--- src/rtl/core/f2d_pkg.sv ---
`timescale 1ns / 1ps
// ----------------------------------------------------------------------------
// f2d_pkg
// Shared types, constants and the power-of-ten table for the float to
// decimal fixed-point converter.
// ----------------------------------------------------------------------------
package f2d_pkg;

  localparam int FLOAT_W = 32;
  localparam int DP_W    = 4;
  localparam int EXP_W   = 8;
  localparam int SIG_W   = 24;              // significand with hidden one
  localparam int POW_W   = 30;              // 10^9 < 2^30
  localparam int PROD_W  = SIG_W + POW_W;   // exact product
  localparam int SUM_W   = PROD_W + 1;      // product plus half remainder
  localparam int SH_W    = 6;               // right shifts clamp at 63
  localparam int MAG_W   = PROD_W + 8;      // largest kept left shift is 8
  localparam int FIX_W   = 32;

  localparam int IN_TDATA_W  = 40;          // 36 bits of fields, byte padded
  localparam int OUT_TDATA_W = 32;

  localparam logic [EXP_W-1:0] EXP_ALL_ONES = 8'd255;
  localparam logic [EXP_W-1:0] EXP_UNITY    = 8'd150;  // bias 127 + 23 fraction bits
  localparam logic [EXP_W-1:0] LSH_SAT      = 8'd9;    // 2^23 << 9 exceeds 2^31
  localparam logic [EXP_W-1:0] RSH_MAX      = 8'd63;

  localparam logic [FIX_W-1:0] FIX_POS_MAX = 32'h7FFF_FFFF;
  localparam logic [FIX_W-1:0] FIX_NEG_MAX = 32'h8000_0000;

  typedef enum logic [1:0] {
    CLS_ZERO,     // zero or denormal
    CLS_SPECIAL,  // infinity or NaN
    CLS_NORMAL
  } cls_e;

  // decode -> multiply
  typedef struct packed {
    logic              neg;
    cls_e              cls;
    logic              right;    // exponent below unity: shift right
    logic              l_over;   // left shift large enough to always overflow
    logic [SH_W-1:0]   shamt;
    logic [SIG_W-1:0]  sig;
    logic [POW_W-1:0]  pow;
  } s1_t;

  // multiply -> scale
  typedef struct packed {
    logic              neg;
    cls_e              cls;
    logic              right;
    logic              l_over;
    logic [SH_W-1:0]   shamt;
    logic [PROD_W-1:0] prod;
  } s2_t;

  // scale -> saturate
  typedef struct packed {
    logic              neg;
    cls_e              cls;
    logic              l_over;
    logic [MAG_W-1:0]  mag;
  } s3_t;

  function automatic logic [POW_W-1:0] pow10(input logic [DP_W-1:0] idx);
    logic [POW_W-1:0] r;
    case (idx)
      4'd0:    r = 30'd1;
      4'd1:    r = 30'd10;
      4'd2:    r = 30'd100;
      4'd3:    r = 30'd1000;
      4'd4:    r = 30'd10000;
      4'd5:    r = 30'd100000;
      4'd6:    r = 30'd1000000;
      4'd7:    r = 30'd10000000;
      4'd8:    r = 30'd100000000;
      4'd9:    r = 30'd1000000000;
      default: r = 30'd1000000000;
    endcase
    return r;
  endfunction

endpackage

--- src/rtl/core/f2d_unpack.sv ---
`timescale 1ns / 1ps
// ----------------------------------------------------------------------------
// f2d_unpack
// Stage 1: split the single, classify it, look up the power of ten and
// work out shift direction and distance.
// ----------------------------------------------------------------------------
module f2d_unpack import f2d_pkg::*; #(
  parameter int MAX_DECIMALS = 9
) (
  input  logic               clk_i,
  input  logic               rst_ni,
  input  logic               valid_i,
  output logic               ready_o,
  input  logic [FLOAT_W-1:0] float_bits_i,
  input  logic [DP_W-1:0]    decimal_places_i,
  output logic               valid_o,
  input  logic               ready_i,
  output s1_t                data_o
);

  logic              valid_q;
  s1_t               data_q, data_d;
  logic [EXP_W-1:0]  exp_w, rdist, ldist;
  logic [DP_W-1:0]   dp_c;

  always_comb begin
    exp_w = float_bits_i[30:23];
    dp_c  = (decimal_places_i > DP_W'(MAX_DECIMALS)) ? DP_W'(MAX_DECIMALS)
                                                       : decimal_places_i;
    rdist = EXP_UNITY - exp_w;
    ldist = exp_w - EXP_UNITY;

    data_d.neg = float_bits_i[31];
    if (exp_w == '0) begin
      data_d.cls = CLS_ZERO;
    end else if (exp_w == EXP_ALL_ONES) begin
      data_d.cls = CLS_SPECIAL;
    end else begin
      data_d.cls = CLS_NORMAL;
    end
    data_d.right  = (exp_w < EXP_UNITY);
    data_d.l_over = !data_d.right && (ldist >= LSH_SAT);
    if (data_d.right) begin
      data_d.shamt = (rdist > RSH_MAX) ? RSH_MAX[SH_W-1:0] : rdist[SH_W-1:0];
    end else begin
      data_d.shamt = ldist[SH_W-1:0];
    end
    data_d.sig = {1'b1, float_bits_i[22:0]};
    data_d.pow = pow10(dp_c);
  end

  assign ready_o = !valid_q || ready_i;

  always_ff @(posedge clk_i or negedge rst_ni) begin
    if (!rst_ni) begin
      valid_q <= 1'b0;
    end else if (ready_o) begin
      valid_q <= valid_i;
    end
  end

  always_ff @(posedge clk_i) begin
    if (ready_o && valid_i) begin
      data_q <= data_d;
    end
  end

  assign valid_o = valid_q;
  assign data_o  = data_q;

endmodule

--- src/rtl/core/f2d_mul.sv ---
`timescale 1ns / 1ps
// ----------------------------------------------------------------------------
// f2d_mul
// Stage 2: exact 24 x 30 bit product of significand and power of ten.
// ----------------------------------------------------------------------------
module f2d_mul import f2d_pkg::*; (
  input  logic clk_i,
  input  logic rst_ni,
  input  logic valid_i,
  output logic ready_o,
  input  s1_t  data_i,
  output logic valid_o,
  input  logic ready_i,
  output s2_t  data_o
);

  logic valid_q;
  s2_t  data_q, data_d;

  always_comb begin
    data_d.neg    = data_i.neg;
    data_d.cls    = data_i.cls;
    data_d.right  = data_i.right;
    data_d.l_over = data_i.l_over;
    data_d.shamt  = data_i.shamt;
    data_d.prod   = PROD_W'(data_i.sig) * PROD_W'(data_i.pow);
  end

  assign ready_o = !valid_q || ready_i;

  always_ff @(posedge clk_i or negedge rst_ni) begin
    if (!rst_ni) begin
      valid_q <= 1'b0;
    end else if (ready_o) begin
      valid_q <= valid_i;
    end
  end

  always_ff @(posedge clk_i) begin
    if (ready_o && valid_i) begin
      data_q <= data_d;
    end
  end

  assign valid_o = valid_q;
  assign data_o  = data_q;

endmodule

--- src/rtl/core/f2d_scale.sv ---
`timescale 1ns / 1ps
// ----------------------------------------------------------------------------
// f2d_scale
// Stage 3: binary exponent scaling. Right shifts add half the dropped
// bits first; left shifts are plain.
// ----------------------------------------------------------------------------
module f2d_scale import f2d_pkg::*; (
  input  logic clk_i,
  input  logic rst_ni,
  input  logic valid_i,
  output logic ready_o,
  input  s2_t  data_i,
  output logic valid_o,
  input  logic ready_i,
  output s3_t  data_o
);

  logic             valid_q;
  s3_t              data_q, data_d;
  logic [SUM_W-1:0] prod_x, mask, rem, sum, rmag;

  always_comb begin
    prod_x = SUM_W'(data_i.prod);
    mask   = (SUM_W'(1) << data_i.shamt) - SUM_W'(1);
    rem    = prod_x & mask;
    sum    = prod_x + (rem >> 1);
    rmag   = sum >> data_i.shamt;

    data_d.neg    = data_i.neg;
    data_d.cls    = data_i.cls;
    data_d.l_over = data_i.l_over;
    if (data_i.right) begin
      data_d.mag = MAG_W'(rmag);
    end else begin
      data_d.mag = MAG_W'(data_i.prod) << data_i.shamt[3:0];
    end
  end

  assign ready_o = !valid_q || ready_i;

  always_ff @(posedge clk_i or negedge rst_ni) begin
    if (!rst_ni) begin
      valid_q <= 1'b0;
    end else if (ready_o) begin
      valid_q <= valid_i;
    end
  end

  always_ff @(posedge clk_i) begin
    if (ready_o && valid_i) begin
      data_q <= data_d;
    end
  end

  assign valid_o = valid_q;
  assign data_o  = data_q;

endmodule

--- src/rtl/core/f2d_sat.sv ---
`timescale 1ns / 1ps
// ----------------------------------------------------------------------------
// f2d_sat
// Stage 4: range check, saturation, sign and output register.
// ----------------------------------------------------------------------------
module f2d_sat import f2d_pkg::*; (
  input  logic             clk_i,
  input  logic             rst_ni,
  input  logic             valid_i,
  output logic             ready_o,
  input  s3_t              data_i,
  output logic             valid_o,
  input  logic             ready_i,
  output logic [FIX_W-1:0] fixed_value_o,
  output logic             saturated_o
);

  logic             valid_q;
  logic [FIX_W-1:0] fixed_q, fixed_d;
  logic             sat_q, sat_d;
  logic             over;
  logic [FIX_W-1:0] sat_val;

  always_comb begin
    // magnitude above 2^31-1 (positive) or above 2^31 (negative)
    over = data_i.l_over || (|data_i.mag[MAG_W-1:FIX_W]) ||
           (data_i.mag[FIX_W-1] && (!data_i.neg || (|data_i.mag[FIX_W-2:0])));
    sat_val = data_i.neg ? FIX_NEG_MAX : FIX_POS_MAX;
    case (data_i.cls)
      CLS_ZERO: begin
        fixed_d = '0;
        sat_d   = 1'b0;
      end
      CLS_SPECIAL: begin
        fixed_d = sat_val;
        sat_d   = 1'b1;
      end
      CLS_NORMAL: begin
        if (over) begin
          fixed_d = sat_val;
          sat_d   = 1'b1;
        end else begin
          fixed_d = data_i.neg ? (FIX_W'(0) - data_i.mag[FIX_W-1:0])
                               : data_i.mag[FIX_W-1:0];
          sat_d   = 1'b0;
        end
      end
      default: begin
        fixed_d = '0;
        sat_d   = 1'b0;
      end
    endcase
  end

  assign ready_o = !valid_q || ready_i;

  always_ff @(posedge clk_i or negedge rst_ni) begin
    if (!rst_ni) begin
      valid_q <= 1'b0;
    end else if (ready_o) begin
      valid_q <= valid_i;
    end
  end

  always_ff @(posedge clk_i) begin
    if (ready_o && valid_i) begin
      fixed_q <= fixed_d;
      sat_q   <= sat_d;
    end
  end

  assign valid_o       = valid_q;
  assign fixed_value_o = fixed_q;
  assign saturated_o   = sat_q;

endmodule

--- src/rtl/core/float_to_decimal_fixed.sv ---
`timescale 1ns / 1ps
// ----------------------------------------------------------------------------
// float_to_decimal_fixed
// IEEE 754 single to signed 32-bit integer scaled by 10^decimal_places,
// with half-remainder rounding on right shifts and saturation.
// ----------------------------------------------------------------------------
//
//  channel  | dir | signals                      | payload
//  ---------+-----+------------------------------+---------------------------
//  s_axis   | in  | tvalid, tready, tdata[39:0]  | float_bits, decimal_places
//  m_axis   | out | tvalid, tready, tdata, tuser | fixed_value, saturated
//
//  One transfer per cycle sustained while m_axis accepts; four register stages
//  (decode, 24x30 multiply, shift/round, saturate), in that order; the
//  saturate stage drives m_axis directly from its registers.
//  Reset clears the stage valid bits only; payload registers are not reset.
//  Each stage holds when the stage after it is full and stalled, so empty
//  stages still fill while the output waits; nothing is dropped or repeated.
// ----------------------------------------------------------------------------
module float_to_decimal_fixed import f2d_pkg::*; #(
  parameter int MAX_DECIMALS = 9
) (
  input  logic                   clk_i,
  input  logic                   rst_ni,
  input  logic                   s_axis_tvalid_i,
  output logic                   s_axis_tready_o,
  // [31:0] float_bits, [35:32] decimal_places, [39:36] zero
  input  logic [IN_TDATA_W-1:0]  s_axis_tdata_i,
  output logic                   m_axis_tvalid_o,
  input  logic                   m_axis_tready_i,
  // [31:0] fixed_value (signed)
  output logic [OUT_TDATA_W-1:0] m_axis_tdata_o,
  // [0] saturated
  output logic [0:0]             m_axis_tuser_o
);

  logic s1_valid, s1_ready;
  logic s2_valid, s2_ready;
  logic s3_valid, s3_ready;
  s1_t  s1_data;
  s2_t  s2_data;
  s3_t  s3_data;
  logic sat_w;

  // stage 1: classify, table lookup, shift distance
  f2d_unpack #(
    .MAX_DECIMALS (MAX_DECIMALS)
  ) u_unpack (
    .clk_i            (clk_i),
    .rst_ni           (rst_ni),
    .valid_i          (s_axis_tvalid_i),
    .ready_o          (s_axis_tready_o),
    .float_bits_i     (s_axis_tdata_i[FLOAT_W-1:0]),
    .decimal_places_i (s_axis_tdata_i[FLOAT_W+DP_W-1:FLOAT_W]),
    .valid_o          (s1_valid),
    .ready_i          (s1_ready),
    .data_o           (s1_data)
  );

  // stage 2: exact product
  f2d_mul u_mul (
    .clk_i   (clk_i),
    .rst_ni  (rst_ni),
    .valid_i (s1_valid),
    .ready_o (s1_ready),
    .data_i  (s1_data),
    .valid_o (s2_valid),
    .ready_i (s2_ready),
    .data_o  (s2_data)
  );

  // stage 3: rounding right shift or plain left shift
  f2d_scale u_scale (
    .clk_i   (clk_i),
    .rst_ni  (rst_ni),
    .valid_i (s2_valid),
    .ready_o (s2_ready),
    .data_i  (s2_data),
    .valid_o (s3_valid),
    .ready_i (s3_ready),
    .data_o  (s3_data)
  );

  // stage 4: clamp, sign, output register
  f2d_sat u_sat (
    .clk_i         (clk_i),
    .rst_ni        (rst_ni),
    .valid_i       (s3_valid),
    .ready_o       (s3_ready),
    .data_i        (s3_data),
    .valid_o       (m_axis_tvalid_o),
    .ready_i       (m_axis_tready_i),
    .fixed_value_o (m_axis_tdata_o),
    .saturated_o   (sat_w)
  );

  assign m_axis_tuser_o = sat_w;

`ifndef SYNTH
  // a saturated result is always one of the two clamp values
  a_sat_value: assert property (@(posedge clk_i) disable iff (!rst_ni)
    m_axis_tvalid_o && m_axis_tuser_o[0] |->
      (m_axis_tdata_o == FIX_POS_MAX) || (m_axis_tdata_o == FIX_NEG_MAX))
    else $error("saturated result is not a clamp value");

  // hidden one must reach the product of a normal number
  a_prod_hidden: assert property (@(posedge clk_i) disable iff (!rst_ni)
    s2_valid && (s2_data.cls == CLS_NORMAL) |-> |s2_data.prod[PROD_W-1:SIG_W-1])
    else $error("normal product below 2^23");

  // an empty first stage always takes input
  a_in_ready: assert property (@(posedge clk_i) disable iff (!rst_ni)
    !s1_valid |-> s_axis_tready_o)
    else $error("input stalled with empty first stage");

  // a stalled scale stage keeps its item
  a_s3_hold: assert property (@(posedge clk_i) disable iff (!rst_ni)
    s3_valid && !s3_ready |=> s3_valid && $stable(s3_data))
    else $error("scale stage lost or changed a stalled item");
`endif

endmodule

--- config.mk ---
export PLATFORM = sky130hd
export DESIGN_NAME = float_to_decimal_fixed
export DESIGN_NICKNAME = d
export VERILOG_FILES = /design/src/rtl/core/f2d_pkg.sv /design/src/rtl/core/f2d_unpack.sv /design/src/rtl/core/f2d_mul.sv /design/src/rtl/core/f2d_scale.sv /design/src/rtl/core/f2d_sat.sv /design/src/rtl/core/float_to_decimal_fixed.sv
export SDC_FILE = /design/constraint.sdc
export NUM_CORES = 2
export LEC_CHECK = 0
export BUFFER_PORTS_ARGS = -buffer_cell sky130_fd_sc_hd__buf_2
export CAP_MARGIN = 20
export CORE_UTILIZATION = 50
export CTS_CLUSTER_DIAMETER = 150
export DETAILED_ROUTE_END_ITERATION = 7
export PLACE_DENSITY = 0.74
export SLEW_MARGIN = 0
export SYNTH_ARGS = -nofsm -noshare
export SYNTH_HDL_FRONTEND = slang
export SYNTH_SLANG_ARGS = --single-unit
--- constraint.sdc ---
create_clock -name clk_i -period 15.7 [get_ports clk_i]
set_input_delay 0.785 -clock clk_i [delete_from_list [all_inputs] [get_ports clk_i]]
set_output_delay 0.785 -clock clk_i [all_outputs]
set_load 0.1 [all_outputs]
==> reports/summary.log <==
[status] run status finished clean
[global_route] all-layer global routing usage 30.1%
[route] via/cell ratio 6.04
[timing] final worst path period share 57.1%
[cts] cells resized by post-CTS repair 0
[final_layout] area growth from synthesis to layout 5.28%
[synth] number of enable-type register cells in the synthesized netlist 221
[synth] syn_area_per_cell 8.87 µm²
[worst_setup_path] Top delay family on crit path compound AO/OA/AOI/OAI gates
[global_route] remaining global-route overflow 0
[timing] number of hold violations in the final report 0
[timing] remaining max-slew budget at the tightest pin 19.8%
[final_layout] Final Net Count 5566
[timing] accumulated negative setup slack 0 ps
[synth] Cell variety after synth 96
[floorplan] Die Y-Extent 293 µm
[place] Final HPWL DP 101 mm
[place] routability congestion estimate 1.02
[route] number of nets with antenna violations after routing 0
[worst_setup_path] buffer and inverter count on the worst path 3
[final_layout] number of fill cells in the layout 7667
[global_route] global routing met1 resource utilization 39.1%
[synth] Post-Synthesis Cell Area 42200 µm²
[worst_setup_path] largest fanout of any net on the critical path 146
[cts] Skew-Pair Late Insertion Delay 630 ps
[worst_setup_path] Critical Path Sink Type flip-flop
[global_route] met3 track demand over resource 4.12%
[cts] clock tree root buffer cell clkbuf_16
[floorplan] area inside the core boundary 83600 µm²
[worst_setup_path] slowest stage cell, crit path a2111oi_0
[synth] post-synthesis sequential element count 225
[global_route] most used routing layer met2
[timing] unrepaired setup endpoints after global routing false
[final_layout] most common cell after layout, fill and taps aside inv_1
[global_route] antenna violations before repair 1
[route] DRC violation count after routing 0
[floorplan] IO Count 79
[route] total length of routed wires 128 mm
[floorplan] std cell rows 106
[final_layout] top library cells by usage in the layout, fill and taps aside inv_1, nand2_1, fa_1
[synth] cell types occupying the most area after synthesis fa_1, edfxtp_1, ha_1
[global_route] via count of the first global-routing pass 35300
[synth] cell type with the highest aggregate area in the netlist fa_1
[floorplan] floorplan die width 293 µm
[cts] clk sink count 225
[global_route] maximum number of pins on one net before global-route repair 147
[global_route] global-route met2 utilization 49.4%
[synth] Cells after Synth 4758
[synth] fraction of registers with async set/reset 1.78%
[timing] slew at the pin closest to its max-slew limit 1200 ps
[synth] post-synth top area share 29.1%
[final_layout] antenna diode count 0
[cts] CTS H-tree depth 1
[floorplan] effective utilization at floorplan 50.5%
[timing] Slew Limit Fails 0
[timing] top achievable clock speed 111 MHz
[timing] number of setup violations in the final report 0
[cts] clock input transition at the sequential cells of the worst setup and hold paths 60 ps
[cts] number of CTS-inserted buffers 28
[floorplan] Total Die Area 85600 µm²
[synth] net count after synthesis 5666
[worst_setup_path] highest cell delay on the worst timing path 950 ps
[worst_setup_path] crit-path most repeated cell nand3_1
[worst_setup_path] Worst EP arrival 9290 ps
[run] maximum capacitance violations 0
[route] detailed-router iteration count before antenna repair 7
[worst_setup_path] crit path kind reg2reg
[timing] clock skew after layout 26.4 ps
[place] number of port buffers 74
[timing] time the final worst path needs with I/O delays and setup 8970 ps
[route] Iteration-0 DRC Markers 3546
[global_route] global-route wire length before repair 200 mm
[synth] Primary FF master, synth edfxtp_1
[synth] sequential fraction of the synthesis area 16.0%
[worst_setup_path] startpoint type of the worst setup path flip-flop
[synth] Synthesis Warnings 0
[final_layout] layout cell share with drive strength beyond 1 6.77%
[min_path] worst hold path type in2reg
[worst_setup_path] Required @ worst endpoint 16020 ps
[cts] TritonCTS clock tree done
[cts] Max Buffers Root-to-Sink 3
[route] Routed WL per cell 22.2 µm
[route] detailed-route via count 34800
## per-layer routing
layer	vias to the layer above	wire length, µm
met1	17300	51700
met2	1572	59400
met5	-	0
met3	365	9610
met4	0	7230
li1	15600	-
## worst paths after layout
check                      cells past startpoint           startpoint  slack, ps                  end
min in group asynchronous                      2               rst_ni        520      u_scale.valid_o
max in group asynchronous                      2               rst_ni      15060     u_unpack.valid_o
min                                            1   s_axis_tdata_i[31]        330  u_unpack.data_o[64]
min reg2reg                                    0  u_unpack.data_o[56]        420     u_mul.data_o[56]
max reg2reg                                   27     u_mul.data_o[57]       6730   u_scale.data_o[31]
max                                           27     u_mul.data_o[57]       6730   u_scale.data_o[31]
## sequential cells by signal, indices dropped and copies added, names as in the netlist
register	flops
u_unpack.valid_o	1
u_sat.valid_o	1
u_scale.valid_o	1
u_scale.data_o	66
u_mul.valid_o	1
u_unpack.data_o	57
u_sat.fixed_value_o	32
u_mul.data_o	65
u_sat.saturated_o	1
## area by class of cell
type	instances	area [µm²]	share of cell area (%)
inverter	753	2830	6.36
sequential	225	6740	15.2
timing repair buffer	136	916	2.06
multi-input combinational	3514	31600	71.2
clock inverter	21	251	0.566
clock buffer	31	712	1.60
tap	1080	1350	3.04
## timing repair
action | CTS | global route
hold buffers | 1 | 0
setup endpoints to repair | 0 | 0
hold endpoints to repair | 4 | 0
setup buffers | 0 | 0
## worst reg2reg max path: stages, from the launching register on
cell and delay (ps):
edfxtp_1 370, buf_12 470, nor2_2 330, buf_4 260
nand3_1 100, ha_1 650, and2_1 430, o21ai_1 200
buf_4 230, nand3_1 110, o21ai_0 80, nand2_1 80
o21ai_0 90, a21oi_1 170, nor2b_1 70, ha_1 470
nand4_1 210, nor3_1 520, nand3_1 340, a211oi_1 830
o21ai_0 200, nand3_1 170, xor2_1 110, mux2i_1 580
mux2i_1 290, a2111oi_0 950, a2bb2oi_1 220, o22ai_1 140
## stage by stage
| step | cell area, µm² | hold slack, ps | cells | worst slack [ps] | util [%] |
|---|---|---|---|---|---|
| detailed placement | 43400 | 405 | 5704 | 7120 | 51.9 |
| global route | 44400 | 318 | 5760 | 6620 | 53.2 |
| floorplan | 42200 | 400 | 4758 | 8430 | - |
| CTS | 44400 | 297 | 5757 | 7100 | 53.1 |
| global placement | 43400 | 403 | 5703 | 7170 | 51.9 |
| finish | 44400 | 330 | 5760 | 6730 | 53.2 |
## synthesized netlist by cell type (all sizes together) (7+ instances only)
| cell | count |
|---|---|
| inv | 751 |
| nand2 | 617 |
| fa | 614 |
| a21oi | 275 |
| nor2 | 259 |
| ha | 250 |
| and2 | 241 |
| edfxtp | 221 |
| clkbuf | 217 |
| o21ai | 156 |
| mux2i | 116 |
| a21o | 71 |
| nor3 | 67 |
| xnor2 | 62 |
| nand3 | 51 |
| buf | 49 |
| mux4 | 47 |
| nor2b | 43 |
| o22ai | 43 |
| a211oi | 42 |
| mux2 | 41 |
| xor2 | 38 |
| a31oi | 37 |
| nand4 | 34 |
| o21a | 34 |
| nand2b | 29 |
| and3 | 27 |
| o211ai | 26 |
| o221ai | 26 |
| or3 | 25 |
| nor4 | 24 |
| o21bai | 20 |
| o31ai | 18 |
| or2 | 12 |
| a22oi | 11 |
| a211o | 10 |
| a221oi | 10 |
| a311oi | 10 |
| a21boi | 9 |
| a2111oi | 8 |
| a2bb2oi | 8 |
| a41oi | 7 |
| and4 | 7 |
## cell families (layout without fill, tap and decap cells)
family	count (synthesis)	after routing	share of synthesized area (%)
AND/OR/NAND/NOR	1456	1456	16.2
XOR/XNOR	100	100	2.08
AO/OA/AOI/OAI	889	889	13.7
buffers and inverters	1019	941	9.11
adder cells (fa/ha/maj)	865	865	36.6
multiplexers	204	204	6.35
flip-flops	225	225	16.0
Power is left out: the tool's default activity adds up to more than one toggle a clock period on the data nets, which glitch-free logic cannot reach.
